===== config.mk =====
export PLATFORM = sky130hd
export DESIGN_NAME = binary_descriptor_ratio_matcher
export DESIGN_NICKNAME = d
export VERILOG_FILES = /design/src/design/bdrm_pkg.sv /design/src/design/bdrm_lane.sv /design/src/design/bdrm_merge.sv /design/src/design/binary_descriptor_ratio_matcher.sv
export SDC_FILE = /design/constraint.sdc
export NUM_CORES = 2
export LEC_CHECK = 0
export BUFFER_PORTS_ARGS = -buffer_cell sky130_fd_sc_hd__clkbuf_2
export CAP_MARGIN = 10
export CORE_AREA = 2 2 341 343
export DETAILED_ROUTE_END_ITERATION = 8
export DIE_AREA = 0 0 343 345
export PLACE_DENSITY = 0.68
export SLEW_MARGIN = 0
export SYNTH_ARGS = -nofsm -noshare
export SYNTH_HDL_FRONTEND = slang
export SYNTH_SLANG_ARGS = --single-unit

===== constraint.sdc =====
create_clock -name clock -period 16.1 [get_ports clock]
set_input_delay 0.805 -clock clock [delete_from_list [all_inputs] [get_ports clock]]
set_output_delay 0.805 -clock clock [all_outputs]
set_load 0.02 [all_outputs]

===== src/design/bdrm_pkg.sv =====
// Package for the binary descriptor ratio matcher.
// Holds the shared widths, constants, codes and the inter-module types.
// No dependencies.
`default_nettype none

package bdrm_pkg;

   localparam int MAX_FEATURES = 2048;
   localparam int LANES        = 4;
   localparam int WORD_W       = 64;
   localparam int CNT_W        = 7;
   localparam int DIST_W       = 9;
   localparam int INDEX_W      = 11;
   localparam int COUNT_W      = 16;
   localparam int CSR_DATA_W   = 9;

   localparam logic [DIST_W-1:0]     DIST_NONE     = 9'd256;
   localparam logic [CSR_DATA_W-1:0] THRESHOLD_RST = 9'd50;
   localparam logic [CSR_DATA_W-1:0] RATIO_RST     = 9'd205;
   localparam logic [COUNT_W-1:0]    COUNT_MAX     = 16'hFFFF;

   localparam logic [WORD_W-1:0] POP_M1 = 64'h5555_5555_5555_5555;
   localparam logic [WORD_W-1:0] POP_M2 = 64'h3333_3333_3333_3333;
   localparam logic [WORD_W-1:0] POP_M4 = 64'h0F0F_0F0F_0F0F_0F0F;

   typedef enum logic {
      REQ_QUERY     = 1'b0,
      REQ_CANDIDATE = 1'b1
   } req_kind_type;

   typedef enum logic {
      CSR_THRESHOLD = 1'b0,
      CSR_RATIO     = 1'b1
   } csr_index_type;

   typedef logic [LANES-1:0][CNT_W-1:0] lane_counts_type;

   typedef struct packed {
      req_kind_type       kind;
      logic [INDEX_W-1:0] feature_index;
      logic               last;
      logic               restart;
   } stage_ctrl_type;

   typedef struct packed {
      logic               emit;
      logic               restart;
      logic [INDEX_W-1:0] query_index;
      logic [INDEX_W-1:0] best_index;
      logic               has_candidate;
      logic [DIST_W-1:0]  best_distance;
      logic [DIST_W-1:0]  second_distance;
   } token_type;

endpackage

`default_nettype wire


===== src/design/bdrm_lane.sv =====
// One distance lane: registered population count of a 64-bit word pair XOR.
// Depends on bdrm_pkg.
`default_nettype none

module bdrm_lane (
   input  wire logic                           clock,
   input  wire logic                           load,
   input  wire logic [bdrm_pkg::WORD_W-1:0]    query_word,
   input  wire logic [bdrm_pkg::WORD_W-1:0]    cand_word,
   output logic      [bdrm_pkg::CNT_W-1:0]     count_ff
);

   logic [bdrm_pkg::WORD_W-1:0] diff;
   logic [bdrm_pkg::WORD_W-1:0] pairs;
   logic [bdrm_pkg::WORD_W-1:0] nibbles;
   logic [bdrm_pkg::WORD_W-1:0] bytes_v;
   logic [bdrm_pkg::CNT_W-1:0]  count_in;

   always_comb begin
      diff    = query_word ^ cand_word;
      pairs   = diff - ((diff >> 1) & bdrm_pkg::POP_M1);
      nibbles = (pairs & bdrm_pkg::POP_M2) + ((pairs >> 2) & bdrm_pkg::POP_M2);
      bytes_v = (nibbles + (nibbles >> 4)) & bdrm_pkg::POP_M4;
      count_in = '0;
      for (int b = 0; b < bdrm_pkg::WORD_W / 8; b++) begin
         count_in = count_in + bdrm_pkg::CNT_W'(bytes_v[b*8 +: 8]);
      end
   end

   always_ff @(posedge clock) begin
      if (load) begin
         count_ff <= count_in;
      end
   end

endmodule

`default_nettype wire


===== src/design/bdrm_merge.sv =====
// Merging stage: sums the lane counts and keeps the best two distances of a group.
// Produces one token per closed group or count restart. Depends on bdrm_pkg.
`default_nettype none

module bdrm_merge (
   input  wire logic                            clock,
   input  wire logic                            reset,
   input  wire logic                            stage_valid,
   input  wire bdrm_pkg::stage_ctrl_type        stage_ctrl,
   input  wire bdrm_pkg::lane_counts_type       lane_counts,
   output logic                                 stage_take,
   output logic                                 tok_valid_ff,
   output bdrm_pkg::token_type                  tok_ff,
   input  wire logic                            tok_take
);

   logic [bdrm_pkg::INDEX_W-1:0] query_index_ff, query_index_in;
   logic [bdrm_pkg::DIST_W-1:0]  near_ff, near_in;
   logic [bdrm_pkg::DIST_W-1:0]  run_ff, run_in;
   logic [bdrm_pkg::INDEX_W-1:0] near_index_ff, near_index_in;
   logic                         near_valid_ff, near_valid_in;
   logic                         tok_valid_in;
   bdrm_pkg::token_type          tok_in;
   logic [bdrm_pkg::DIST_W-1:0]  cand_dist;
   logic [bdrm_pkg::DIST_W-1:0]  near_upd, run_upd;
   logic [bdrm_pkg::INDEX_W-1:0] near_index_upd;
   logic                         near_valid_upd;

   always_comb begin
      cand_dist = '0;
      for (int l = 0; l < bdrm_pkg::LANES; l++) begin
         cand_dist = cand_dist + bdrm_pkg::DIST_W'(lane_counts[l]);
      end

      near_upd       = near_ff;
      run_upd        = run_ff;
      near_index_upd = near_index_ff;
      near_valid_upd = near_valid_ff;
      if (int'(stage_ctrl.feature_index) < bdrm_pkg::MAX_FEATURES) begin
         if (cand_dist < near_ff) begin
            run_upd        = near_ff;
            near_upd       = cand_dist;
            near_index_upd = stage_ctrl.feature_index;
            near_valid_upd = 1'b1;
         end else if (cand_dist < run_ff) begin
            run_upd = cand_dist;
         end
      end

      stage_take = stage_valid && (!tok_valid_ff || tok_take);

      query_index_in = query_index_ff;
      near_in        = near_ff;
      run_in         = run_ff;
      near_index_in  = near_index_ff;
      near_valid_in  = near_valid_ff;
      tok_in         = tok_ff;
      tok_valid_in   = tok_valid_ff && !tok_take;

      if (stage_take) begin
         tok_in.emit        = stage_ctrl.last;
         tok_in.query_index = query_index_ff;
         if (stage_ctrl.kind == bdrm_pkg::REQ_QUERY) begin
            query_index_in        = stage_ctrl.feature_index;
            tok_in.restart        = stage_ctrl.restart;
            tok_in.query_index    = stage_ctrl.feature_index;
            tok_in.best_index     = '0;
            tok_in.has_candidate  = 1'b0;
            tok_in.best_distance  = bdrm_pkg::DIST_NONE;
            tok_in.second_distance = bdrm_pkg::DIST_NONE;
            tok_valid_in          = stage_ctrl.last || stage_ctrl.restart;
            near_in               = bdrm_pkg::DIST_NONE;
            run_in                = bdrm_pkg::DIST_NONE;
            near_index_in         = '0;
            near_valid_in         = 1'b0;
         end else begin
            tok_in.restart         = 1'b0;
            tok_in.best_index      = near_index_upd;
            tok_in.has_candidate   = near_valid_upd;
            tok_in.best_distance   = near_upd;
            tok_in.second_distance = run_upd;
            tok_valid_in           = stage_ctrl.last;
            if (stage_ctrl.last) begin
               near_in       = bdrm_pkg::DIST_NONE;
               run_in        = bdrm_pkg::DIST_NONE;
               near_index_in = '0;
               near_valid_in = 1'b0;
            end else begin
               near_in       = near_upd;
               run_in        = run_upd;
               near_index_in = near_index_upd;
               near_valid_in = near_valid_upd;
            end
         end
      end
   end

   always_ff @(posedge clock) begin
      if (reset) begin
         query_index_ff <= '0;
         near_ff        <= bdrm_pkg::DIST_NONE;
         run_ff         <= bdrm_pkg::DIST_NONE;
         near_index_ff  <= '0;
         near_valid_ff  <= 1'b0;
         tok_valid_ff   <= 1'b0;
      end else begin
         query_index_ff <= query_index_in;
         near_ff        <= near_in;
         run_ff         <= run_in;
         near_index_ff  <= near_index_in;
         near_valid_ff  <= near_valid_in;
         tok_valid_ff   <= tok_valid_in;
      end
   end

   always_ff @(posedge clock) begin
      tok_ff <= tok_in;
   end

endmodule

`default_nettype wire


===== src/design/binary_descriptor_ratio_matcher.sv =====
// Top level of the binary descriptor ratio matcher: input stage, four distance
// lanes, merging stage, ratio test and result register. Depends on bdrm_pkg,
// bdrm_lane and bdrm_merge.
//
//   channel   direction  handshake            payload
//   req_      in         req_valid/req_ready  type, descriptor words, index, last, restart
//   rsp_      out        rsp_valid/rsp_ready  indices, distances, matched, match count
//   csr_      in         csr_valid/csr_ready  csr_index, csr_data
//
// A transaction is accepted every cycle while the pipeline flows. After the last
// transaction of a group is accepted, its result moves through the registers in
// order: the lane popcounts load on acceptance, then the merge token, then the ratio
// multiply and count update load the result register.
// Reset is synchronous and loads the default threshold and ratio.
// A stalled rsp_ready backs up through the stages to req_ready.
`default_nettype none

module binary_descriptor_ratio_matcher (
   input  wire logic                                  clock,
   input  wire logic                                  reset,
   input  wire logic                                  req_valid,
   output logic                                       req_ready,
   input  wire logic                                  req_type,
   input  wire logic [bdrm_pkg::WORD_W-1:0]           req_desc_word0,
   input  wire logic [bdrm_pkg::WORD_W-1:0]           req_desc_word1,
   input  wire logic [bdrm_pkg::WORD_W-1:0]           req_desc_word2,
   input  wire logic [bdrm_pkg::WORD_W-1:0]           req_desc_word3,
   input  wire logic [bdrm_pkg::INDEX_W-1:0]          req_feature_index,
   input  wire logic                                  req_last,
   input  wire logic                                  req_restart,
   output logic                                       rsp_valid,
   input  wire logic                                  rsp_ready,
   output logic      [bdrm_pkg::INDEX_W-1:0]          rsp_query_index,
   output logic      [bdrm_pkg::INDEX_W-1:0]          rsp_best_index,
   output logic                                       rsp_has_candidate,
   output logic      [bdrm_pkg::DIST_W-1:0]           rsp_best_distance,
   output logic      [bdrm_pkg::DIST_W-1:0]           rsp_second_distance,
   output logic                                       rsp_matched,
   output logic      [bdrm_pkg::COUNT_W-1:0]          rsp_match_count,
   input  wire logic                                  csr_valid,
   output logic                                       csr_ready,
   input  wire logic                                  csr_index,
   input  wire logic [bdrm_pkg::CSR_DATA_W-1:0]       csr_data
);

   logic [bdrm_pkg::LANES-1:0][bdrm_pkg::WORD_W-1:0] query_ff, query_in;
   logic [bdrm_pkg::LANES-1:0][bdrm_pkg::WORD_W-1:0] cand_words;
   logic                              req_fire;
   logic                              stage_valid_ff, stage_valid_in;
   bdrm_pkg::stage_ctrl_type          stage_ctrl_ff, stage_ctrl_in;
   bdrm_pkg::lane_counts_type         lane_counts;
   logic                              stage_take;
   logic                              tok_valid;
   bdrm_pkg::token_type               tok;
   logic                              tok_take;
   logic                              out_free;
   logic [bdrm_pkg::CSR_DATA_W-1:0]   threshold_ff, threshold_in;
   logic [bdrm_pkg::CSR_DATA_W-1:0]   ratio_ff, ratio_in;
   logic [bdrm_pkg::COUNT_W-1:0]      count_ff, count_in;
   logic [bdrm_pkg::COUNT_W-1:0]      count_base;
   logic [17:0]                       ratio_prod;
   logic [17:0]                       best_scaled;
   logic                              ok;
   logic                              rsp_valid_ff, rsp_valid_in;
   bdrm_pkg::token_type               rsp_tok_ff, rsp_tok_in;
   logic                              rsp_matched_ff, rsp_matched_in;
   logic [bdrm_pkg::COUNT_W-1:0]      rsp_count_ff, rsp_count_in;

   assign cand_words = {req_desc_word3, req_desc_word2, req_desc_word1, req_desc_word0};
   assign req_ready  = !stage_valid_ff || stage_take;
   assign req_fire   = req_valid && req_ready;
   assign csr_ready  = 1'b1;

   always_comb begin
      query_in       = query_ff;
      stage_ctrl_in  = stage_ctrl_ff;
      stage_valid_in = stage_valid_ff && !stage_take;
      if (req_fire) begin
         stage_valid_in              = 1'b1;
         stage_ctrl_in.kind          = bdrm_pkg::req_kind_type'(req_type);
         stage_ctrl_in.feature_index = req_feature_index;
         stage_ctrl_in.last          = req_last;
         stage_ctrl_in.restart       = req_restart;
         if (bdrm_pkg::req_kind_type'(req_type) == bdrm_pkg::REQ_QUERY) begin
            query_in = cand_words;
         end
      end
   end

   for (genvar l = 0; l < bdrm_pkg::LANES; l++) begin : g_lane
      bdrm_lane u_lane (
         .clock      (clock),
         .load       (req_fire),
         .query_word (query_ff[l]),
         .cand_word  (cand_words[l]),
         .count_ff   (lane_counts[l])
      );
   end

   bdrm_merge u_merge (
      .clock        (clock),
      .reset        (reset),
      .stage_valid  (stage_valid_ff),
      .stage_ctrl   (stage_ctrl_ff),
      .lane_counts  (lane_counts),
      .stage_take   (stage_take),
      .tok_valid_ff (tok_valid),
      .tok_ff       (tok),
      .tok_take     (tok_take)
   );

   always_comb begin
      out_free    = !rsp_valid_ff || rsp_ready;
      tok_take    = tok_valid && (!tok.emit || out_free);
      ratio_prod  = 18'(ratio_ff) * 18'(tok.second_distance);
      best_scaled = {1'b0, tok.best_distance, 8'd0};
      ok = tok.has_candidate && (tok.best_distance < threshold_ff) &&
           (best_scaled < ratio_prod);
      count_base = tok.restart ? '0 : count_ff;

      count_in       = count_ff;
      rsp_valid_in   = rsp_valid_ff && !rsp_ready;
      rsp_tok_in     = rsp_tok_ff;
      rsp_matched_in = rsp_matched_ff;
      rsp_count_in   = rsp_count_ff;
      if (tok_take) begin
         count_in = count_base;
         if (tok.emit) begin
            if (ok && count_base != bdrm_pkg::COUNT_MAX) begin
               count_in = count_base + 16'd1;
            end
            rsp_valid_in   = 1'b1;
            rsp_tok_in     = tok;
            rsp_matched_in = ok;
            rsp_count_in   = count_in;
         end
      end

      threshold_in = threshold_ff;
      ratio_in     = ratio_ff;
      if (csr_valid && csr_ready) begin
         case (bdrm_pkg::csr_index_type'(csr_index))
            bdrm_pkg::CSR_THRESHOLD: threshold_in = csr_data;
            bdrm_pkg::CSR_RATIO:     ratio_in     = csr_data;
            default:                 threshold_in = threshold_ff;
         endcase
      end
   end

   always_ff @(posedge clock) begin
      if (reset) begin
         query_ff       <= '0;
         stage_valid_ff <= 1'b0;
         count_ff       <= '0;
         rsp_valid_ff   <= 1'b0;
         threshold_ff   <= bdrm_pkg::THRESHOLD_RST;
         ratio_ff       <= bdrm_pkg::RATIO_RST;
      end else begin
         query_ff       <= query_in;
         stage_valid_ff <= stage_valid_in;
         count_ff       <= count_in;
         rsp_valid_ff   <= rsp_valid_in;
         threshold_ff   <= threshold_in;
         ratio_ff       <= ratio_in;
      end
   end

   always_ff @(posedge clock) begin
      stage_ctrl_ff  <= stage_ctrl_in;
      rsp_tok_ff     <= rsp_tok_in;
      rsp_matched_ff <= rsp_matched_in;
      rsp_count_ff   <= rsp_count_in;
   end

   assign rsp_valid           = rsp_valid_ff;
   assign rsp_query_index     = rsp_tok_ff.query_index;
   assign rsp_best_index      = rsp_tok_ff.best_index;
   assign rsp_has_candidate   = rsp_tok_ff.has_candidate;
   assign rsp_best_distance   = rsp_tok_ff.best_distance;
   assign rsp_second_distance = rsp_tok_ff.second_distance;
   assign rsp_matched         = rsp_matched_ff;
   assign rsp_match_count     = rsp_count_ff;

`ifndef ASSERT_OFF
   a_no_candidate_no_match: assert property (@(posedge clock) disable iff (reset)
      rsp_valid && !rsp_has_candidate |-> !rsp_matched)
      else $error("match reported without a candidate");

   a_empty_group_defaults: assert property (@(posedge clock) disable iff (reset)
      rsp_valid && !rsp_has_candidate |->
         rsp_best_distance == bdrm_pkg::DIST_NONE &&
         rsp_second_distance == bdrm_pkg::DIST_NONE && rsp_best_index == '0)
      else $error("empty group result carries stale distances");

   a_best_ordered: assert property (@(posedge clock) disable iff (reset)
      rsp_valid && rsp_has_candidate |->
         rsp_best_distance <= rsp_second_distance &&
         rsp_best_distance < bdrm_pkg::DIST_NONE)
      else $error("best distance not below second distance");

   a_match_counted: assert property (@(posedge clock) disable iff (reset)
      rsp_valid && rsp_matched |-> rsp_match_count != '0)
      else $error("accepted match left the count at zero");
`endif

endmodule

`default_nettype wire


# Yosys cells after proc, flatten, opt, wreduce, memory -nomap -nowiden
# Cells that the tools add are included.
[classes]
multipliers = 1
eq_ne = 1
n_bitwise = 6
n_mux = 22
add_sub_neg = 44
div = 0
magnitude_cmp = 4
shift = 0
reduce_logical = 25
[op_table]
columns = ["operator", "count"]
rows = [
  ["64-bit by 63-bit subtractor with 64-bit output", 4],
  ["64-bit bitwise XOR", 4],
  ["62-bit by 62-bit adder with 63-bit output", 4],
  ["60-bit by 59-bit adder with 60-bit output", 4],
  ["7-bit by 4-bit adder with 7-bit output", 24],
  ["9-bit two-way mux", 7],
  ["16-bit two-way mux", 3],
  ["11-bit two-way mux", 4],
  ["9-bit < comparator", 3],
  ["4-bit by 4-bit adder with 5-bit output", 4],
  ["9-bit by 7-bit adder with 9-bit output", 2],
  ["17-bit by 18-bit < comparator with 1-bit output", 1],
  ["9-bit by 9-bit multiplier with 18-bit output", 1],
  ["16-bit by 1-bit adder with 16-bit output (second input constant)", 1],
  ["16-bit inequality test (second input constant)", 1],
  ["1-bit logical AND", 9],
  ["7-bit by 7-bit adder with 8-bit output", 1],
  ["1-bit two-way mux", 8],
  ["2-bit AND reduction", 4],
  ["1-bit logical NOT", 7],
  ["1-bit logical OR", 5],
  ["1-bit NOT", 2],
]
[word_totals]
ramBits = 0
romBits = 0
inputBits = 285
mem_count = 0
elab_cells = 140
latchBits = 0
out_inout_bits = 61
reg_bits = 477

# Logic depth before layout (Yosys ltp)
[logic_depth]
depth_word = 11
depth_mapped = 33
depth_no_buf = 33

# By module
# From an unflattened synthesis, not the netlist that was laid out.
[unflattened]
cells_unflattened = 5475
area_unflattened_um2 = 47042.6
[modules_own_cells]
columns = ["mod", "seq_area_each_um2", "instances", "area_per_inst_um2", "cells_each"]
rows = [
  ["binary_descriptor_ratio_matcher", 8007.7, 1, 16151.7, 1865],
  ["bdrm_lane at g_lane[2].u_lane", 210.2, 1, 6630.1, 797],
  ["bdrm_lane at g_lane[1].u_lane", 210.2, 1, 6598.8, 792],
  ["bdrm_lane at g_lane[0].u_lane", 210.2, 1, 6550.0, 790],
  ["bdrm_lane at g_lane[3].u_lane", 210.2, 1, 6538.8, 787],
  ["bdrm_merge", 2132.0, 1, 4573.1, 444],
]

# Least setup slack after synthesis
# OpenSTA, ideal clock, no wires.
[synth_path]
path_type = "input to register"
start = "in req_desc_word3[5] (netlist name)"
end = "reg g_lane[3].u_lane.count_ff[6] (netlist name) (data pin)"
t_required_ns = 15.842
arrival_ns = 7.813
setup_slack_ns = 8.029
setup_ns = 0.258
cell_stages = 31
n_path_buf = 0
cell_sequence = "xor2_1 > inv_1 > ha_1 > and3b_1 > o21ai_0 > a21oi_1 > o211a_1 > o21ai_0 > a21oi_1 > o221ai_1 > a21boi_0 > o21ai_0 > a21boi_0 > xnor2_1 > ha_1 > fa_1 > inv_1 > fa_1 > xnor2_1 > fa_1 > fa_1 > fa_1 > inv_1 > fa_1 > inv_1 > ha_1 > a21o_1 > a21oi_1 > o21bai_1 > a21oi_1 > xnor2_1"
[synth_via]
elab_chain_len = 11
[synth_lines]
columns = ["element", "line", "source"]
rows = [
  ["start: declaration", "binary_descriptor_ratio_matcher.sv:27", "input wire logic [bdrm_pkg::WORD_W-1:0] req_desc_word3,"],
  ["64-bit bitwise XOR *", "bdrm_lane.sv:20", "diff = query_word ^ cand_word;"],
  ["64-bit by 63-bit subtractor with 64-bit output *", "bdrm_lane.sv:21", "pairs = diff - ((diff >> 1) & bdrm_pkg::POP_M1);"],
  ["62-bit by 62-bit adder with 63-bit output *", "bdrm_lane.sv:22", "nibbles = (pairs & bdrm_pkg::POP_M2) + ((pairs >> 2) & bdrm_pkg::POP_M2);"],
  ["60-bit by 59-bit adder with 60-bit output *", "bdrm_lane.sv:23", "bytes_v = (nibbles + (nibbles >> 4)) & bdrm_pkg::POP_M4;"],
  ["4-bit by 4-bit adder with 5-bit output", "bdrm_lane.sv:26", "count_in = count_in + bdrm_pkg::CNT_W'(bytes_v[b*8 +: 8]);"],
  ["7-bit by 4-bit adder with 7-bit output (5 in a row)", "bdrm_lane.sv:26", ""],
  ["7-bit by 4-bit adder with 7-bit output *", "bdrm_lane.sv:26", ""],
  ["net g_lane[3].u_lane.count_in (one bit)", "bdrm_lane.sv:17", "logic [bdrm_pkg::CNT_W-1:0] count_in;"],
  ["end signal: assignment", "bdrm_lane.sv:32", "count_ff <= count_in;"],
  ["end: declaration", "bdrm_lane.sv:10", "output logic [bdrm_pkg::CNT_W-1:0] count_ff"],
]
# Mark *: on every way through the listed nets, which the timed path passes. The rest lies on a longest branch.
# A chain may end at the register's enable or synchronous reset.

# Final worst setup path
[layout_path]
start = "reg query_ff[2] (netlist name)"
end = "reg g_lane[0].u_lane.count_ff[6] (netlist name) (data pin)"
[layout_via]
elab_chain_len = 11
[layout_lines]
columns = ["element", "line", "source"]
rows = [
  ["start: declaration", "binary_descriptor_ratio_matcher.sv:46", "logic [bdrm_pkg::LANES-1:0][bdrm_pkg::WORD_W-1:0] query_ff, query_in;"],
  ["start signal: assignment", "binary_descriptor_ratio_matcher.sv:159", "query_ff <= query_in;"],
  ["64-bit bitwise XOR *", "bdrm_lane.sv:20", ""],
  ["64-bit by 63-bit subtractor with 64-bit output *", "bdrm_lane.sv:21", ""],
  ["62-bit by 62-bit adder with 63-bit output *", "bdrm_lane.sv:22", ""],
  ["60-bit by 59-bit adder with 60-bit output *", "bdrm_lane.sv:23", ""],
  ["4-bit by 4-bit adder with 5-bit output", "bdrm_lane.sv:26", ""],
  ["7-bit by 4-bit adder with 7-bit output (5 in a row)", "bdrm_lane.sv:26", ""],
  ["7-bit by 4-bit adder with 7-bit output *", "bdrm_lane.sv:26", ""],
  ["net g_lane[0].u_lane.count_in (one bit)", "bdrm_lane.sv:17", ""],
  ["end signal: assignment", "bdrm_lane.sv:32", ""],
  ["end: declaration", "bdrm_lane.sv:10", ""],
]
# Marks and branches as above.

==> flow_summary.html <==
<table>
<tr><th>Metric</th><th>Value</th></tr>
<tr><th colspan="2">Run status</th></tr>
<tr><td>Outcome</td><td>finished clean</td></tr>
<tr><th colspan="2">Floorplan</th></tr>
<tr><td>Die footprint</td><td>118000 sq um</td></tr>
<tr><td>Starting Density</td><td>39.6%</td></tr>
<tr><td>Chip height</td><td>345 um</td></tr>
<tr><td>Site row count</td><td>125</td></tr>
<tr><td>Core area</td><td>115000 sq um</td></tr>
<tr><td>Top-level I/O count</td><td>346</td></tr>
<tr><td>Die Width</td><td>343 um</td></tr>
<tr><th colspan="2">Clocking</th></tr>
<tr><td>TritonCTS buffer count</td><td>59</td></tr>
<tr><td>CTS Hold Buffers Added</td><td>0</td></tr>
<tr><td>Number of buffers inserted by post-CTS setup repair</td><td>0</td></tr>
<tr><td>Clock-pin slew reported for the worst setup and hold paths after clock tree synthesis</td><td>0.06 ns</td></tr>
<tr><td>Skew-Pair Late Insertion Delay</td><td>0.65 ns</td></tr>
<tr><td>Clk root buf</td><td>sky130_fd_sc_hd__clkbuf_16</td></tr>
<tr><td>TritonCTS clock tree</td><td>built</td></tr>
<tr><td>CTS sink count</td><td>477</td></tr>
<tr><td>Cts repair resizes</td><td>0</td></tr>
<tr><td>Clock Tree Buf Depth</td><td>3</td></tr>
<tr><td>H-tree level count</td><td>2</td></tr>
<tr><th colspan="2">Global routing</th></tr>
<tr><td>Initial antenna violation count</td><td>11</td></tr>
<tr><td>Vias in the first global route</td><td>35928</td></tr>
<tr><td>Gr ovfl total</td><td>0</td></tr>
<tr><td>Maximum number of pins on one net before global-route repair</td><td>91</td></tr>
<tr><td>Wire length of the first global-routing pass</td><td>180000 um</td></tr>
<tr><td>Global-route total usage across every layer</td><td>18.3%</td></tr>
<tr><th colspan="2">STA</th></tr>
<tr><td>Achievable frequency</td><td>118 MHz</td></tr>
<tr><td># setup viols final</td><td>0</td></tr>
<tr><td>Worst clock skew</td><td>0.0351 ns</td></tr>
<tr><td>Final Max Tran Viols</td><td>0</td></tr>
<tr><td>RSZ-0062 raised after global routing</td><td>false</td></tr>
<tr><td>Hold Fails Final Rpt</td><td>0</td></tr>
<tr><td>Min Tclk post-route</td><td>8.48 ns</td></tr>
<tr><td>Setup tns final</td><td>0 ns</td></tr>
<tr><td>Transition time of the tightest slew-check pin</td><td>1.04 ns</td></tr>
<tr><td>Max transition margin</td><td>30.7%</td></tr>
<tr><td>Worst hold margin</td><td>0.360 ns</td></tr>
<tr><td>Tcrit/Tclk final</td><td>52.7%</td></tr>
<tr><th colspan="2">Setup path</th></tr>
<tr><td>Worst Path Class, Setup</td><td>flop to flop</td></tr>
<tr><td>Critical Path Source Type</td><td>flop</td></tr>
<tr><td>Worst stage delay on the critical path</td><td>0.63 ns</td></tr>
<tr><td>Slowest stage cell, crit path</td><td>sky130_fd_sc_hd__xnor2_1</td></tr>
<tr><td>Data required time of the worst path</td><td>16.47 ns</td></tr>
<tr><td>Internal reg-to-reg setup slack</td><td>7.62 ns</td></tr>
<tr><td>Type of destination of the critical path</td><td>flop</td></tr>
<tr><td>Critical path launch point</td><td>query_ff[2]</td></tr>
<tr><td>Arrival time of the worst setup path</td><td>8.85 ns</td></tr>
<tr><td>Cell occurring most often along the worst timing path</td><td>sky130_fd_sc_hd__fa_1</td></tr>
<tr><td>Capturing instance or port of the critical path</td><td>g_lane[0].u_lane.count_ff[6]</td></tr>
<tr><td>Cell depth of the worst flop-to-flop path</td><td>28</td></tr>
<tr><td>Worst path top cell family by delay</td><td>adder cells</td></tr>
<tr><td>Logic depth of the worst setup path including buffers</td><td>28</td></tr>
<tr><td>Worst Path Buf+Inv</td><td>1</td></tr>
<tr><td>Highest fanout seen on the critical path</td><td>5</td></tr>
<tr><td>End of the worst register-to-register path</td><td>g_lane[0].u_lane.count_ff[6]</td></tr>
<tr><td>Beginning of the worst register-to-register path</td><td>query_ff[2]</td></tr>
<tr><th colspan="2">Cells and area</th></tr>
<tr><td>Number of inserted filler cells in the final layout</td><td>11312</td></tr>
<tr><td>Number of nets in the finished design</td><td>6754</td></tr>
<tr><td>Fraction of final layout cells with drive strength greater than 1</td><td>9.06%</td></tr>
<tr><td>Sequential standard cell area</td><td>11000 sq um</td></tr>
<tr><td>Synth-to-layout area growth</td><td>11.4%</td></tr>
<tr><td>Area used by multi-input combinational logic</td><td>31700 sq um</td></tr>
<tr><th colspan="2">Synth</th></tr>
<tr><td>Syn_nets</td><td>6469</td></tr>
<tr><td>Gate count after technology mapping</td><td>5307</td></tr>
<tr><td>Number of enable flip-flop cells after synthesis</td><td>143</td></tr>
<tr><td>Total number of yosys warnings</td><td>0</td></tr>
<tr><td>Netlist area before placement</td><td>45600 sq um</td></tr>
<tr><td>Synthesized flop and latch total</td><td>477</td></tr>
<tr><td>Mean cell area of the mapped netlist</td><td>8.59 sq um</td></tr>
<tr><td>Async SR Flop Fraction</td><td>0%</td></tr>
<tr><td>Number of distinct library cells after synthesis</td><td>89</td></tr>
<tr><td>Primary FF master, synth</td><td>sky130_fd_sc_hd__dfxtp_1</td></tr>
<tr><td>Fraction of the yosys area taken by sequential cells</td><td>24.1%</td></tr>
<tr><th colspan="2">Placement</th></tr>
<tr><td>Final estimated routing congestion in global placement</td><td>0.867</td></tr>
<tr><td>DPL Wire Length</td><td>88500 um</td></tr>
<tr><td>Port buffer count</td><td>344</td></tr>
<tr><th colspan="2">Run</th></tr>
<tr><td>Max-capacitance violation count</td><td>0</td></tr>
<tr><th colspan="2">Detailed routing</th></tr>
<tr><td>Detailed Route WL</td><td>110000 um</td></tr>
<tr><td>Wirelength per Cell</td><td>15.3 um</td></tr>
<tr><td>Number of detailed-route iterations in the first pass</td><td>6</td></tr>
<tr><td>Count of routing violations after the opening detailed-route iteration</td><td>1909</td></tr>
<tr><td>Total via count in the routed design</td><td>36246</td></tr>
<tr><td>DRC violations left</td><td>0</td></tr>
<tr><td>Via density</td><td>5.06</td></tr>
<tr><td>Residual antenna-violating net count after detailed routing</td><td>0</td></tr>
<tr><th colspan="2">Worst hold path</th></tr>
<tr><td>Type of the worst min-delay path</td><td>input port to flop</td></tr>
<tr><td>Hold Path Stages</td><td>1</td></tr>
</table>
==> placed cells by master (no fill, tap or decap), types with 87 or more instances in the layout <==
master and instances:
sky130_fd_sc_hd__o21ai_0 152, sky130_fd_sc_hd__nand2_1 845, sky130_fd_sc_hd__nor2_1 162, sky130_fd_sc_hd__a21oi_1 451, sky130_fd_sc_hd__a21o_1 102, sky130_fd_sc_hd__xnor2_1 302
sky130_fd_sc_hd__inv_1 653, sky130_fd_sc_hd__clkbuf_2 343, sky130_fd_sc_hd__dfxtp_1 334, sky130_fd_sc_hd__ha_1 646, sky130_fd_sc_hd__xor2_1 274, sky130_fd_sc_hd__fa_1 231
sky130_fd_sc_hd__edfxtp_1 143, sky130_fd_sc_hd__nand3_1 87
==> sequential cells by signal, summed over array words and instances, names as in the netlist, 9 cells and up <==
| register | cells |
|---|---|
| stage_ctrl_ff | 14 |
| u_merge.near_ff | 9 |
| rsp_best_distance | 9 |
| rsp_match_count | 16 |
| u_merge.near_index_ff | 11 |
| u_merge.tok_ff | 43 |
| rsp_second_distance | 9 |
| threshold_ff | 9 |
| query_ff | 256 |
| rsp_best_index | 11 |
| g_lane.u_lane.count_ff | 28 |
| ratio_ff | 9 |
| count_ff | 16 |
| u_merge.run_ff | 9 |
| u_merge.query_index_ff | 11 |
| rsp_query_index | 11 |
==> worst min-delay path by stage <==
stage	slack (ns)	startpoint	endpoint
finish	0.36	req_feature_index[3]	stage_ctrl_ff[5]
global route	0.31	req_feature_index[3]	stage_ctrl_ff[5]
CTS	0.30	req_feature_index[3]	stage_ctrl_ff[5]
detailed placement	0.40	u_merge.tok_ff[31]	rsp_query_index[1]
global placement	0.40	u_merge.tok_ff[25]	rsp_best_index[6]
floorplan	0.40	u_merge.tok_ff[19]	rsp_best_index[0]
==> routing by layer <==
layer / vias to the layer above / part of all wire (%) / global-route usage, %
li1: 18349 / - / -
met1: 16993 / 45 / 23.7
met2: 726 / 47 / 31.2
met3: 166 / 5.0 / 2.93
met4: 12 / 2.5 / 5.04
met5: - / 0.073 / 0
==> worst reg2reg max path, delay by kind of cell (launching register included) <==
kind                     cells  cell delay (ns)
XOR/XNOR                     4             1.11
AND/OR/NAND/NOR              3             0.64
buffers and inverters        1             0.07
flip-flops                   1             0.32
AO/OA/AOI/OAI               11             2.32
adder cells (fa/ha/maj)      9             3.73
==> cells in the mapped netlist, drive strengths merged (7+ instances only) <==
cell type,number,share of area (%)
nand3b,8,0.13
nor2,162,1.3
edfxtp,143,9.4
a22oi,7,0.12
xnor2,309,6.1
a31oi,27,0.40
a21o,102,1.7
o22ai,9,0.12
or3,17,0.23
o41ai,8,0.17
nor4,13,0.18
xor2,274,5.3
mux2,12,0.30
and4,10,0.19
a21oi,451,5.0
ha,646,18
and2,52,0.71
a222oi,7,0.15
nand4,43,0.59
nor3,48,0.53
nor2b,46,0.63
fa,231,10
o211ai,46,0.76
o31ai,26,0.46
a22o,21,0.40
dfxtp,334,15
and3,25,0.34
a211oi,45,0.78
mux2i,14,0.31
inv,656,5.4
o21a,21,0.35
o21ai,163,1.8
o211a,15,0.33
nand2b,42,0.58
nand3,87,0.96
o21bai,21,0.35
buf,8,0.082
a211o,31,0.60
a21boi,52,0.86
nand2,845,7.0
or2,14,0.19
clkbuf,129,1.1
==> stage by stage <==
stage                     setup WS (ns)  cell area, sq um  util [%]  instances
after detailed placement           7.02             48900      42.4       7055
after CTS                          7.60             50800      44.1       7162
after global routing               7.08             50800      44.1       7166
after floorplan                    8.03             45600         -       5307
after global placement             7.17             48900      42.4       7055
final                              7.62             50800      44.1       7167
==> area by class of cell <==
type	instances	area share (%)
Inverter	656	4.85
Tap cell	1524	3.75
Multi-Input combinational cell	4037	62.3
Antenna cell	5	0.0246
Timing Repair Buffer	361	3.66
Sequential cell	477	21.6
Clock inverter	24	0.433
Clock buffer	83	3.37
==> cells by family (layout without fill, tap and decap cells) <==
group,after synthesis,count (layout),synth area share [%]
compound gates,1116,1116,15.6
xor+xnor,583,583,11.3
fa+ha+maj,877,877,27.9
buf+inv,793,1124,6.55
flops,477,477,24.1
mux,26,26,0.604
other cells,1,6,0.00823
simple gates,1434,1434,14.0
Power is left out: the tool's default activity adds up to more than one toggle a clock period on the data nets, which glitch-free logic cannot reach.
